### src/rtl/scfd_pkg.sv
// scfd_pkg: shared constants, reply kinds and text lookup functions for the
// serial command frame decoder. No dependencies.
`timescale 1ns / 1ps
`default_nettype none

package scfd_pkg;

  // default frame buffer depth in bytes
  localparam int unsigned BUFFER_BYTES_DEF = 64;

  // width of the serial channel byte and of the device state
  localparam int unsigned BYTE_W = 8;
  localparam int unsigned DEV_W  = 3;

  // command table: six on/off commands then the status query
  localparam int unsigned CMD_COUNT  = 7;
  localparam logic [2:0]  CMD_STATUS = 3'd6;

  // frame end marker
  localparam logic [7:0] MARK_V = 8'h56;
  localparam logic [7:0] MARK_E = 8'h45;
  localparam logic [7:0] MARK_N = 8'h4E;
  localparam logic [7:0] MARK_D = 8'h44;

  // bytes around the payload: two lead bytes and the four marker bytes
  localparam int unsigned FRAME_OVERHEAD = 6;
  localparam int unsigned LEAD_BYTES     = 2;

  // reply text
  localparam logic [127:0] OK_TEXT     = 128'({"U_set", "OK_VEND"});
  localparam logic [127:0] CANCEL_TEXT = 128'({"U_set", "CANCEL_VEND"});
  localparam logic [127:0] VEND_TEXT   = 128'("_VEND");
  localparam logic [7:0]   CHAR_U      = 8'h55;
  localparam logic [7:0]   CHAR_USCORE = 8'h5F;
  localparam logic [4:0]   STATUS_DIGIT_HI = 5'b00110;

  typedef enum logic [1:0] {
    RK_OK,
    RK_STATUS,
    RK_CANCEL
  } reply_kind_t;

  // character at position pos of a right-justified string of n characters
  function automatic logic [7:0] str_char(input logic [127:0] s, input logic [4:0] n,
                                          input logic [3:0] pos);
    logic [7:0]  ch;
    int unsigned sh;
    ch = '0;
    sh = 0;
    if ({1'b0, pos} < n) begin
      sh = 8 * (int'(n) - 1 - int'(pos));
      ch = s[sh +: 8];
    end
    return ch;
  endfunction

  // command text, payload form
  function automatic logic [127:0] cmd_text(input logic [2:0] c);
    logic [127:0] t;
    case (c)
      3'd0:    t = 128'("deviceoneon");
      3'd1:    t = 128'("deviceoneoff");
      3'd2:    t = 128'("devicetwoon");
      3'd3:    t = 128'("devicetwooff");
      3'd4:    t = 128'("devicethreeon");
      3'd5:    t = 128'("devicethreeoff");
      3'd6:    t = 128'("statusdevices");
      default: t = '0;
    endcase
    return t;
  endfunction

  function automatic logic [4:0] cmd_len(input logic [2:0] c);
    logic [4:0] n;
    case (c)
      3'd0:    n = 5'd11;
      3'd1:    n = 5'd12;
      3'd2:    n = 5'd11;
      3'd3:    n = 5'd12;
      3'd4:    n = 5'd13;
      3'd5:    n = 5'd14;
      3'd6:    n = 5'd13;
      default: n = 5'd0;
    endcase
    return n;
  endfunction

  function automatic logic [7:0] cmd_char(input logic [2:0] c, input logic [3:0] pos);
    return str_char(cmd_text(c), cmd_len(c), pos);
  endfunction

  // reply length in bytes
  function automatic logic [4:0] reply_len(input reply_kind_t k);
    logic [4:0] n;
    case (k)
      RK_OK:     n = 5'd12;
      RK_STATUS: n = 5'd8;
      RK_CANCEL: n = 5'd16;
      default:   n = 5'd16;
    endcase
    return n;
  endfunction

  // reply byte at position idx; the status reply carries the device digit
  function automatic logic [7:0] reply_char(input reply_kind_t k, input logic [3:0] idx,
                                            input logic [2:0] dev);
    logic [7:0] ch;
    case (k)
      RK_OK:     ch = str_char(OK_TEXT, 5'd12, idx);
      RK_CANCEL: ch = str_char(CANCEL_TEXT, 5'd16, idx);
      RK_STATUS: begin
        if (idx == 4'd0) begin
          ch = CHAR_U;
        end else if (idx == 4'd1) begin
          ch = CHAR_USCORE;
        end else if (idx == 4'd2) begin
          ch = {STATUS_DIGIT_HI, dev};
        end else begin
          ch = str_char(VEND_TEXT, 5'd5, idx - 4'd3);
        end
      end
      default:   ch = '0;
    endcase
    return ch;
  endfunction

endpackage

`default_nettype wire

### src/rtl/scfd_if.sv
// scfd_if: valid/ready channel interfaces for received bytes and reply bytes.
// Depends on scfd_pkg for field widths.
`timescale 1ns / 1ps
`default_nettype none

interface scfd_rx_if;
  logic                        valid;
  logic                        ready;
  logic [scfd_pkg::BYTE_W-1:0] rx_byte;

  modport source (output valid, output rx_byte, input ready);
  modport sink   (input valid, input rx_byte, output ready);
endinterface

interface scfd_reply_if;
  logic                        valid;
  logic                        ready;
  logic [scfd_pkg::BYTE_W-1:0] reply_byte;
  logic                        reply_last;
  logic [scfd_pkg::DEV_W-1:0]  device_bits;

  modport source (output valid, output reply_byte, output reply_last, output device_bits,
                  input ready);
  modport sink   (input valid, input reply_byte, input reply_last, input device_bits,
                  output ready);
endinterface

`default_nettype wire

### src/rtl/scfd_ram.sv
// scfd_ram: generic single write port, single read port RAM with registered
// read data. No dependencies.
`timescale 1ns / 1ps
`default_nettype none

module scfd_ram #(
  parameter int unsigned WIDTH = 8,
  parameter int unsigned DEPTH = 64,
  localparam int unsigned AW   = (DEPTH > 1) ? $clog2(DEPTH) : 1
) (
  input  wire logic             clk,
  input  wire logic             we,
  input  wire logic [AW-1:0]    waddr,
  input  wire logic [WIDTH-1:0] wdata,
  input  wire logic [AW-1:0]    raddr,
  output logic      [WIDTH-1:0] rdata
);

  logic [WIDTH-1:0] mem [DEPTH];

  // write port and registered read port
  always_ff @(posedge clk) begin
    if (we) begin
      mem[waddr] <= wdata;
    end
    rdata <= mem[raddr];
  end

endmodule

`default_nettype wire

### src/rtl/serial_command_frame_decoder.sv
// serial_command_frame_decoder: frame collection, command match sequencer
// and reply streamer. Depends on scfd_pkg, scfd_if and scfd_ram.
`timescale 1ns / 1ps
`default_nettype none

// Collects received bytes into a frame buffer and closes the frame when the
// last four bytes read V,E,N,D. The payload (frame minus two lead bytes and
// the marker) is matched against six device on/off commands and a status
// query, and a reply string is streamed out one byte per request, the final
// byte flagged by reply_last; device_bits shows the device state after the
// frame's command. A byte that does not close a frame is taken and the block
// stays ready for the next one. A closing byte holds the input off while the
// payload is walked through the frame RAM's single read port, one byte per
// cycle, when the payload has the length of a command (11 to 14 bytes) and
// not otherwise, ending early once every command has mismatched; then 8, 12
// or 16 reply bytes go out at one per cycle when the sink is always ready,
// and the next byte is taken on the cycle after the final reply byte.
// Bytes past BUFFER_BYTES are dropped and the frame gets the cancel reply.
module serial_command_frame_decoder #(
  parameter int unsigned BUFFER_BYTES = scfd_pkg::BUFFER_BYTES_DEF
) (
  input  wire logic   clk,
  input  wire logic   rst_n,
  scfd_rx_if.sink     in_ch,
  scfd_reply_if.source out_ch
);

  localparam int unsigned AW    = $clog2(BUFFER_BYTES);
  localparam int unsigned LEN_W = $clog2(BUFFER_BYTES + 1);
  localparam int unsigned NC    = scfd_pkg::CMD_COUNT;

  typedef enum logic [1:0] {
    ST_IDLE,
    ST_MATCH,
    ST_REPLY
  } state_t;

  state_t                 state_r, state_nxt;
  logic [LEN_W-1:0]       len_r, len_nxt;
  logic                   ovf_r, ovf_nxt;
  logic [23:0]            recent_r, recent_nxt;
  logic [2:0]             dev_r, dev_nxt;
  logic [NC-1:0]          mask_r, mask_nxt;
  logic [3:0]             plen_r, plen_nxt;
  logic [3:0]             rd_idx_r, rd_idx_nxt;
  logic [3:0]             cmp_idx_r, cmp_idx_nxt;
  logic                   cmp_vld_r, cmp_vld_nxt;
  scfd_pkg::reply_kind_t  kind_r, kind_nxt;
  logic [3:0]             reply_idx_r, reply_idx_nxt;
  logic                   out_valid_r, out_valid_nxt;
  logic [7:0]             out_byte_r, out_byte_nxt;
  logic                   out_last_r, out_last_nxt;

  logic                   accept;
  logic                   len_full;
  logic [LEN_W-1:0]       len_inc;
  logic [LEN_W-1:0]       plen_full;
  logic                   ovf_acc;
  logic                   marker;
  logic [NC-1:0]          cand;
  logic                   issue;
  logic [2:0]             hit;
  logic [2:0]             hit_mask;
  logic [7:0]             ram_rdata;
  logic [AW-1:0]          ram_raddr;

  // frame buffer
  scfd_ram #(
    .WIDTH (scfd_pkg::BYTE_W),
    .DEPTH (BUFFER_BYTES)
  ) u_frame_ram (
    .clk   (clk),
    .we    (accept && !len_full),
    .waddr (len_r[AW-1:0]),
    .wdata (in_ch.rx_byte),
    .raddr (ram_raddr),
    .rdata (ram_rdata)
  );

  assign ram_raddr = AW'(rd_idx_r) + AW'(scfd_pkg::LEAD_BYTES);

  // handshake and outputs
  assign in_ch.ready        = (state_r == ST_IDLE);
  assign accept             = in_ch.valid && in_ch.ready;
  assign out_ch.valid       = out_valid_r;
  assign out_ch.reply_byte  = out_byte_r;
  assign out_ch.reply_last  = out_last_r;
  assign out_ch.device_bits = dev_r;

  // frame length bookkeeping and marker detect
  assign len_full  = (len_r == LEN_W'(BUFFER_BYTES));
  assign len_inc   = len_full ? len_r : len_r + LEN_W'(1);
  assign ovf_acc   = ovf_r || len_full;
  assign plen_full = len_inc - LEN_W'(scfd_pkg::FRAME_OVERHEAD);
  assign marker    = (ovf_acc || len_inc >= LEN_W'(4)) &&
                     in_ch.rx_byte == scfd_pkg::MARK_D &&
                     recent_r[23:16] == scfd_pkg::MARK_V &&
                     recent_r[15:8] == scfd_pkg::MARK_E &&
                     recent_r[7:0] == scfd_pkg::MARK_N;

  // commands whose length matches the payload
  always_comb begin
    for (int c = 0; c < NC; c++) begin
      cand[c] = (plen_full == LEN_W'(scfd_pkg::cmd_len(3'(c))));
    end
  end

  // first surviving command
  always_comb begin
    hit = scfd_pkg::CMD_STATUS;
    for (int c = NC - 1; c >= 0; c--) begin
      if (mask_r[c]) begin
        hit = 3'(c);
      end
    end
  end

  assign hit_mask = 3'b001 << hit[2:1];
  assign issue    = (mask_r != '0) && (rd_idx_r != plen_r);

  // sequencer next state
  always_comb begin
    state_nxt     = state_r;
    len_nxt       = len_r;
    ovf_nxt       = ovf_r;
    recent_nxt    = recent_r;
    dev_nxt       = dev_r;
    mask_nxt      = mask_r;
    plen_nxt      = plen_r;
    rd_idx_nxt    = rd_idx_r;
    cmp_idx_nxt   = cmp_idx_r;
    cmp_vld_nxt   = 1'b0;
    kind_nxt      = kind_r;
    reply_idx_nxt = reply_idx_r;
    out_valid_nxt = out_valid_r;
    out_byte_nxt  = out_byte_r;
    out_last_nxt  = out_last_r;
    case (state_r)
      // collect bytes, close on marker
      ST_IDLE: begin
        if (accept) begin
          if (marker) begin
            len_nxt    = '0;
            ovf_nxt    = 1'b0;
            recent_nxt = '0;
            rd_idx_nxt = '0;
            plen_nxt   = plen_full[3:0];
            if (ovf_acc || len_inc < LEN_W'(scfd_pkg::FRAME_OVERHEAD)) begin
              mask_nxt = '0;
            end else begin
              mask_nxt = cand;
            end
            state_nxt = ST_MATCH;
          end else begin
            len_nxt    = len_inc;
            ovf_nxt    = ovf_acc;
            recent_nxt = {recent_r[15:0], in_ch.rx_byte};
          end
        end
      end
      // walk payload bytes, drop mismatching commands
      ST_MATCH: begin
        if (issue) begin
          rd_idx_nxt  = rd_idx_r + 4'd1;
          cmp_vld_nxt = 1'b1;
          cmp_idx_nxt = rd_idx_r;
        end
        if (cmp_vld_r) begin
          for (int c = 0; c < NC; c++) begin
            if (ram_rdata != scfd_pkg::cmd_char(3'(c), cmp_idx_r)) begin
              mask_nxt[c] = 1'b0;
            end
          end
        end
        if (!issue && !cmp_vld_r) begin
          if (mask_r == '0) begin
            kind_nxt = scfd_pkg::RK_CANCEL;
          end else if (hit == scfd_pkg::CMD_STATUS) begin
            kind_nxt = scfd_pkg::RK_STATUS;
          end else begin
            kind_nxt = scfd_pkg::RK_OK;
            if (!hit[0]) begin
              dev_nxt = dev_r | hit_mask;
            end else begin
              dev_nxt = dev_r & ~hit_mask;
            end
          end
          out_valid_nxt = 1'b1;
          out_byte_nxt  = scfd_pkg::CHAR_U;
          out_last_nxt  = 1'b0;
          reply_idx_nxt = 4'd1;
          state_nxt     = ST_REPLY;
        end
      end
      // stream reply bytes
      ST_REPLY: begin
        if (out_ch.ready) begin
          if (out_last_r) begin
            out_valid_nxt = 1'b0;
            state_nxt     = ST_IDLE;
          end else begin
            out_byte_nxt  = scfd_pkg::reply_char(kind_r, reply_idx_r, dev_r);
            out_last_nxt  = ({1'b0, reply_idx_r} == scfd_pkg::reply_len(kind_r) - 5'd1);
            reply_idx_nxt = reply_idx_r + 4'd1;
          end
        end
      end
      default: begin
        state_nxt     = ST_IDLE;
        out_valid_nxt = 1'b0;
      end
    endcase
  end

  // state and registered outputs
  always_ff @(posedge clk) begin
    if (!rst_n) begin
      state_r     <= ST_IDLE;
      len_r       <= '0;
      ovf_r       <= 1'b0;
      recent_r    <= '0;
      dev_r       <= '0;
      mask_r      <= '0;
      rd_idx_r    <= '0;
      cmp_vld_r   <= 1'b0;
      kind_r      <= scfd_pkg::RK_CANCEL;
      reply_idx_r <= '0;
      out_valid_r <= 1'b0;
    end else begin
      state_r     <= state_nxt;
      len_r       <= len_nxt;
      ovf_r       <= ovf_nxt;
      recent_r    <= recent_nxt;
      dev_r       <= dev_nxt;
      mask_r      <= mask_nxt;
      rd_idx_r    <= rd_idx_nxt;
      cmp_vld_r   <= cmp_vld_nxt;
      kind_r      <= kind_nxt;
      reply_idx_r <= reply_idx_nxt;
      out_valid_r <= out_valid_nxt;
    end
    plen_r     <= plen_nxt;
    cmp_idx_r  <= cmp_idx_nxt;
    out_byte_r <= out_byte_nxt;
    out_last_r <= out_last_nxt;
  end

  // no new byte taken while a reply is pending
  a_ready_excl: assert property (@(posedge clk) disable iff (!rst_n)
    in_ch.ready |-> !out_ch.valid)
    else $error("input ready while reply pending");

  // reply ends after its flagged byte
  a_last_ends: assert property (@(posedge clk) disable iff (!rst_n)
    (out_ch.valid && out_ch.ready && out_ch.reply_last) |=> !out_ch.valid)
    else $error("reply continues after last byte");

  // device state holds during a reply
  a_dev_stable: assert property (@(posedge clk) disable iff (!rst_n)
    out_ch.valid |=> (!out_ch.valid || $stable(out_ch.device_bits)))
    else $error("device bits changed during reply");

  // frame length bounded by buffer
  a_len_bound: assert property (@(posedge clk) disable iff (!rst_n)
    len_r <= LEN_W'(BUFFER_BYTES))
    else $error("frame length past buffer");

endmodule

`default_nettype wire

### src/flat_wrapper.sv
// flat-port wrapper written by rule: the top's interface ports become plain ports
module serial_command_frame_decoder_flat 
#(
  parameter int unsigned BUFFER_BYTES = scfd_pkg::BUFFER_BYTES_DEF
)
  (clk, rst_n, in_ch_valid, in_ch_rx_byte, in_ch_ready, out_ch_valid, out_ch_reply_byte, out_ch_reply_last, out_ch_device_bits, out_ch_ready);
  scfd_rx_if in_ch_i ();
  scfd_reply_if out_ch_i ();
  input  wire logic clk;
  input  wire logic rst_n;
  input wire logic [$bits(in_ch_i.valid)-1:0] in_ch_valid;
  input wire logic [$bits(in_ch_i.rx_byte)-1:0] in_ch_rx_byte;
  output wire logic [$bits(in_ch_i.ready)-1:0] in_ch_ready;
  output wire logic [$bits(out_ch_i.valid)-1:0] out_ch_valid;
  output wire logic [$bits(out_ch_i.reply_byte)-1:0] out_ch_reply_byte;
  output wire logic [$bits(out_ch_i.reply_last)-1:0] out_ch_reply_last;
  output wire logic [$bits(out_ch_i.device_bits)-1:0] out_ch_device_bits;
  input wire logic [$bits(out_ch_i.ready)-1:0] out_ch_ready;
  assign in_ch_i.valid = in_ch_valid;
  assign in_ch_i.rx_byte = in_ch_rx_byte;
  assign in_ch_ready = in_ch_i.ready;
  assign out_ch_valid = out_ch_i.valid;
  assign out_ch_reply_byte = out_ch_i.reply_byte;
  assign out_ch_reply_last = out_ch_i.reply_last;
  assign out_ch_device_bits = out_ch_i.device_bits;
  assign out_ch_i.ready = out_ch_ready;
  serial_command_frame_decoder #(.BUFFER_BYTES(BUFFER_BYTES)) u_core (.clk(clk), .rst_n(rst_n), .in_ch(in_ch_i), .out_ch(out_ch_i));
endmodule
### config.mk
export PLATFORM = sky130hd
export DESIGN_NAME = serial_command_frame_decoder_flat
export DESIGN_NICKNAME = d
export VERILOG_FILES = /design/src/rtl/scfd_pkg.sv /design/src/rtl/scfd_if.sv /design/src/rtl/scfd_ram.sv /design/src/rtl/serial_command_frame_decoder.sv /design/src/flat_wrapper.sv
export SDC_FILE = /design/constraint.sdc
export NUM_CORES = 1
export LEC_CHECK = 0
export ABC_AREA = 1
export BUFFER_PORTS_ARGS = -buffer_cell sky130_fd_sc_hd__clkbuf_2
export CORE_ASPECT_RATIO = 1.4
export CORE_MARGIN = 2
export CORE_UTILIZATION = 45
export DETAILED_ROUTE_END_ITERATION = 8
export PLACE_DENSITY = 0.67
export SYNTH_ARGS = -nofsm -noshare
export SYNTH_HDL_FRONTEND = slang
export SYNTH_SLANG_ARGS = --single-unit
### constraint.sdc
create_clock -name clk -period 4.75 [get_ports clk]
set_input_delay 0.2375 -clock clk [delete_from_list [all_inputs] [get_ports clk]]
set_output_delay 0.2375 -clock clk [all_outputs]
set_load 0.03 [all_outputs]
* Word-level counts from Yosys, hierarchy flattened *
Memory sizes are Yosys's and may differ from the RTL's. A register that Yosys moved wholly into a read port is not among the register bits.
Cells that the tools add are included.
Widths: inputs -> output; s select.

operators by class
  bitwise gates (word level) = 6
  add/subtract/negate cells = 18
  equality and inequality tests = 40
  multiplexer cells = 107
  magnitude comparators = 8
  reduce and logical (&&, ||, !) cells = 39
  shift-type cells = 11

operators with widths
  cell                       count
  $mux 128                   14
  $shiftx 128x33->8          7
  $shiftx 128x33->8 const A  3
  $mux 8                     29
  $sub 29x5->29              4
  $ne 8x8->1                 7
  $mux 5                     11
  $mux 7                     6
  $reduce_and 5->1           8
  $eq 8x7->1 const B         4
  $eq 7x4->1 const B         4
  $mux 24                    1
  $mux 4                     6
  $pmux 8 s3                 1
  $sub 5x1->6 const B        4
  $ne 2x1->1 const B         11
  $lt 4x5->1                 4
  $mux 1                     18
  $mux 2                     8
  $pmux 4 s2                 2
  $pmux 8 s2                 1
  $reduce_and 4->1           4
  $mux 3                     5
  $pmux 7 s2                 1
  40 further kinds           66

word-level totals
  memories kept = 1
  output and inout port bits = 14
  memory bits (writable) = 512
  register bits = 73
  input port bits = 12

memories
  memory                  words  bits a word  read ports  clocked after memory_dff  wr ports  RTL line        source
  u_core.u_frame_ram.mem  64     8            1           1                         1         scfd_ram.sv:19  logic [WIDTH-1:0] mem [DEPTH];

* Logic depth before layout (Yosys ltp) *
  depth after elaboration = 12
  mapped depth = 19

* Modules after synthesis *
A second synthesis with hierarchy kept.

unflattened totals
  cells, all modules = 2748
  area total of the unflattened synthesis = 27174.8 µm²

modules (own cells, without submodules)
  module                        area an instance (µm²)  instances  cells an instance
  scfd_ram                      21291.7                 1          1822
  serial_command_frame_decoder  5883.1                  1          926

* Least setup slack after synthesis *
Ideal clock, no wire load.

  path kind = flip-flop to flip-flop
  start point = register u_core.state_r[1]
  end point = memory u_core.u_frame_ram.mem[10][0] (enable)
  data arrival time = 2.234 ns
  library setup time = 0.395 ns
  stages on the path, launching flop included = 5
  clock period less this slack = 2.629 ns
  slack = 2.121 ns
  data required time = 4.355 ns
  cell sequence = dfxtp_1 > nor2_1 > nand2_1 > clkbuf_1 > nor4_1

on the way
  longest elaborated chain between the ends = 5

RTL lines
  element                       RTL line                             source
  start: declaration            serial_command_frame_decoder.sv:38   state_t state_r, state_nxt;
  start signal: assignment      serial_command_frame_decoder.sv:230  state_r <= state_nxt;
  $logic_not 2->1               serial_command_frame_decoder.sv:83   assign in_ch.ready = (state_r == ST_IDLE);
  net in_ch_ready               flat_wrapper.sv:13                   output wire logic [$bits(in_ch_i.ready)-1:0] in_ch_ready;
  $logic_and 1x1->1             serial_command_frame_decoder.sv:84   assign accept = in_ch.valid && in_ch.ready;
  $logic_and 1x1->1             serial_command_frame_decoder.sv:73   .we (accept && !len_full),
  $mux 1                        scfd_ram.sv:23                       if (we) begin
  $mux 1 (not written as such)  scfd_ram.sv:24                       mem[waddr] <= wdata;
  end: declaration              scfd_ram.sv:19

The timed path passes the listed nets, and every way through them passes these cells.

* Worst setup path in the final report *
  start point = register u_core.cmp_idx_r[1]
  end point = register u_core.mask_r[0]

on the way
  longest elaborated chain between the ends = 8

RTL lines
  element                         RTL line                             source
  start: declaration              serial_command_frame_decoder.sv:46   logic [3:0] cmp_idx_r, cmp_idx_nxt;
  start signal: assignment        serial_command_frame_decoder.sv:243  cmp_idx_r <= cmp_idx_nxt;
  $sub 29x5->29                   scfd_pkg.sv:51                       sh = 8 * (int'(n) - 1 - int'(pos));
  $shiftx 128x33->8               scfd_pkg.sv:52                       ch = s[sh +: 8];
  $mux 8 (*)                      scfd_pkg.sv:50                       if ({1'b0, pos} < n) begin
  $mux 8 (*)                      serial_command_frame_decoder.sv:168  if (cmp_vld_r) begin
  $mux 8 (*)                      serial_command_frame_decoder.sv:138  case (state_r)
  $ne 8x8->1 (*)                  serial_command_frame_decoder.sv:170  if (ram_rdata != scfd_pkg::cmd_char(3'(c), cmp_idx_r)) begin
  $ne 2x1->1 (no line) (*)        -
  $reduce_and 5->1 (no line) (*)  -
  end signal: assignment          serial_command_frame_decoder.sv:235  mask_r <= mask_nxt;
  end: declaration                serial_command_frame_decoder.sv:43   logic [NC-1:0] mask_r, mask_nxt;

Every way passes the cells marked *; elsewhere a longest branch is shown, timed or not. The select of a mux whose other input is x is not followed.
A chain may end at the register's enable or synchronous reset.

==> results_dict.tcl <==
set metrics [dict create \
    outcome "complete, no violations" \
    pre_cts_ws_ns 1.95 \
    async_flop_share_pct 0 \
    clockBufferDepth 3 \
    synthCells 1489 \
    die_area_um2 31500 \
    postRouteAntennaNets 0 \
    overflow 0 \
    comb_power_share_pct 2.4 \
    cts_setup_buffers 0 \
    crit_top_cell "nand2_1" \
    dpl.hpwl_mm 23.4 \
    reg2reg_from "u_core.cmp_idx_r[1]" \
    yosys.cell_types.count 54 \
    cts_resized 0 \
    crit_slowest_cell "edfxtp_1" \
    routedWlPerCell_um 18.1 \
    drive_above_1_share_pct 8.32 \
    synthToLayoutAreaGrowth_pct 10.6 \
    yosysSeqAreaShare_pct 55.6 \
    antenna_found_initial 0 \
    avgViaCountPerCell 5.57 \
    setup_slack_ns 1.87 \
    h-tree-depth 1 \
    final_cell_mix "nand2_1, edfxtp_1, nor2_1, nand3_1, a21oi_1" \
    r2r-end "u_core.mask_r[0]" \
    fin_worst_skew_ns 0.0293 \
    grt_pass1_vias 10189 \
    cp.depth 14 \
    cp.arrival_ns 3.33 \
    powerDensity_nw_per_um2 339 \
    swShare_pct 20.4 \
    die_x_um 151 \
    r2r_slack_ns 1.87 \
    yosys_warnings 0 \
    fillCellCount 2723 \
    pin_count 26 \
    cp-startpoint "u_core.cmp_idx_r[1]" \
    path_class "reg -> reg" \
    grt_max_degree 71 \
    cpLargestDelayFamily "simple AND/OR/NAND/NOR gates" \
    fin_crit_sh_pct 60.7 \
    synth_nets 1522 \
    vias 10574 \
    die_h_um 209 \
    drv_slew 0 \
    synth_edf_count 208 \
    fin_tns_setup_ns 0 \
    hold_path_class "in -> reg" \
    core_um2 29700 \
    insertion_delay_ns 0.55 \
    cpPeakStageDelay_ns 0.66 \
    endpoint "u_core.mask_r[0]" \
    synthTopCellsByArea "edfxtp_1, dfxtp_1, nand2_1" \
    ys_ff_latch 272 \
    internal_power_mw 4.04 \
    hold_viol 0 \
    required_ns 5.20 \
    max_cap_violations 0 \
    rsz0062_at_grt "no" \
    fmax_ghz 0.347 \
    finalSetupViolCount 0 \
    std_cell_rows 75 \
    clkTransAtPathRegs_ns 0.07 \
    r2r_cells 14 \
    antenna_cells 0 \
    drt_iter0_markers 795 \
    p_sw_mw 1.03 \
    routabilityCongestion 0.926 \
    synth_flop_cell "edfxtp_1" \
    synth_area_per_cell_um2 9.09 \
    layout_commonest_cell "nand2_1" \
    fin_crit_ns 2.88 \
    cts_root_buf "clkbuf_16" \
    crit_path_cell_trace "inv_1, ha_1, nor2_1, nand2_1, nand2_1, nand2_1, nand4_1, nand2_1, nand2_1, nand2_1, nor3_1, nand3_1, a21oi_1, nor2_1" \
    port-buffer-count 24 \
    cts.sinks 272 \
    drc_errors 0 \
    yosysTopAreaCell "edfxtp_1" \
    netlist.area_leader.share_pct 46.1 \
    syn-cell-area_um2 13500 \
    drt_pass1_iterations 5 \
    worstMarginPinSlew_ns 1.11 \
    path_max_fanout 15 \
    power_frac_seq_pct 51.1 \
    cp-start-kind "flop" \
    postLayoutCoreUtil_pct 50.3 \
    peakVddDrop_v 0.000316 \
    worst-path-buf-inv 1 \
    clockPowerShare_pct 46.5 \
    grt_usage_pct 21.6 \
    slew_headroom_pct 25.7 \
    initial_core_util_pct 45.5 \
    total_power_mw 5.07 \
    p_leak_nw 5.44 \
    numCtsBuffers 27 \
    cts_hold_buf 0 \
    wirelength_mm 34.3 \
    cts_tree "built" \
    grt_pass1_wl_mm 53.6 \
    endpoint_kind "flop" \
    nets 1527 \
]
cell usage after synthesis (4+ instances only):
cell type,n
ha_1,21
dfxtp_1,64
nor4_1,6
a211oi_1,4
buf_2,10
edfxtp_1,208
nand2_2,9
nand3_1,116
a311oi_1,4
a21oi_1,111
o22ai_1,6
o21ai_1,5
o211ai_1,5
xnor2_1,4
nor2_1,175
xor2_1,14
a31oi_1,8
mux2i_1,28
inv_1,99
clkinv_1,6
o32ai_1,5
o221ai_1,21
nand2_1,340
buf_4,4
nand4_1,17
clkbuf_1,41
nor3_1,20
buf_1,5
o21ai_0,85
inv_2,8
flip-flops by register name, summed over array words and instances (netlist names), 2 cells and up:
name                       cells
u_core.len_r                   7
u_core.kind_r                  2
u_core.out_ch.reply_byte       7
u_core.mask_r                  7
u_core.cmp_idx_r               4
u_core.u_frame_ram.rdata       8
u_core.state_r                 2
u_core.out_ch.device_bits      3
u_core.rd_idx_r                4
u_core.plen_r                  4
u_core.u_frame_ram.mem       192
u_core.recent_r               24
u_core.reply_idx_r             4
cell families after synthesis:
logic type      after synthesis  share of synthesized area [%]
other cells                   1                         0.0277
mux                          28                           2.07
xor+xnor                     19                           1.29
simple gates                703                           22.3
flops                       272                           55.6
compound gates              270                           11.6
buf+inv                     175                           5.17
fa+ha+maj                    21                           1.94
metal layers:
layer | track usage [%] | vias up | routed length (µm)
met5 | 0 | - | 0
met2 | 38.7 | 344 | 17500
met1 | 27.0 | 5001 | 14000
met3 | 1.72 | 79 | 1650
met4 | 7.96 | 0 | 1140
li1 | - | 5150 | -
stage by stage:
step                area [µm²]  hold WS (ns)  std cells
floorplan                13500         0.336       1489
global placement         14000         0.452       1850
detailed placement       14000         0.455       1850
CTS                      15000        0.0561       1900
global route             15000         0.101       1900
finish                   15000        0.0773       1900
final cells by class:
cell class	instances	area, µm²	area share [%]
Clock buffer	29	683	4.56
Timing Repair Buffer	38	225	1.50
Multi-Input combinational cell	1042	5310	35.5
Tap cell	385	482	3.22
Clock inverter	21	307	2.05
Sequential cell	272	7530	50.3
Inverter	113	424	2.83
power by group through the flow:
stage                     combinational (mW)  sequential [mW]  clock [mW]
after detailed placement               0.124             2.64           0
after floorplan                       0.0642             2.64           0
after global routing                   0.138             2.59        2.47
after CTS                              0.125             2.59        2.39
after global placement                 0.123             2.64           0
final                                  0.124             2.59        2.36
worst register-to-register path, cell delays in order, from the launching register on:
cell and delay, ns:
edfxtp_1 0.66, inv_1 0.27, ha_1 0.28, nor2_1 0.20, nand2_1 0.14, nand2_1 0.19
nand2_1 0.09, nand4_1 0.15, nand2_1 0.13, nand2_1 0.11, nand2_1 0.05, nor3_1 0.20
nand3_1 0.14, a21oi_1 0.14, nor2_1 0.05
worst min-delay path by stage:
| stage | start | end | cells past startpoint |
|---|---|---|---|
| floorplan | in_ch_rx_byte[0] | u_core.u_frame_ram.mem[0][0] | 0 |
| detailed placement | u_core.out_ch.valid | u_core.out_ch.valid | 2 |
| global route | out_ch_ready | u_core.state_r[1] | 4 |
| CTS | out_ch_ready | u_core.state_r[1] | 4 |
| global placement | u_core.recent_r[21] | u_core.recent_r[21] | 2 |
| finish | out_ch_ready | u_core.state_r[1] | 4 |
(Power assumes the default switching activity.)
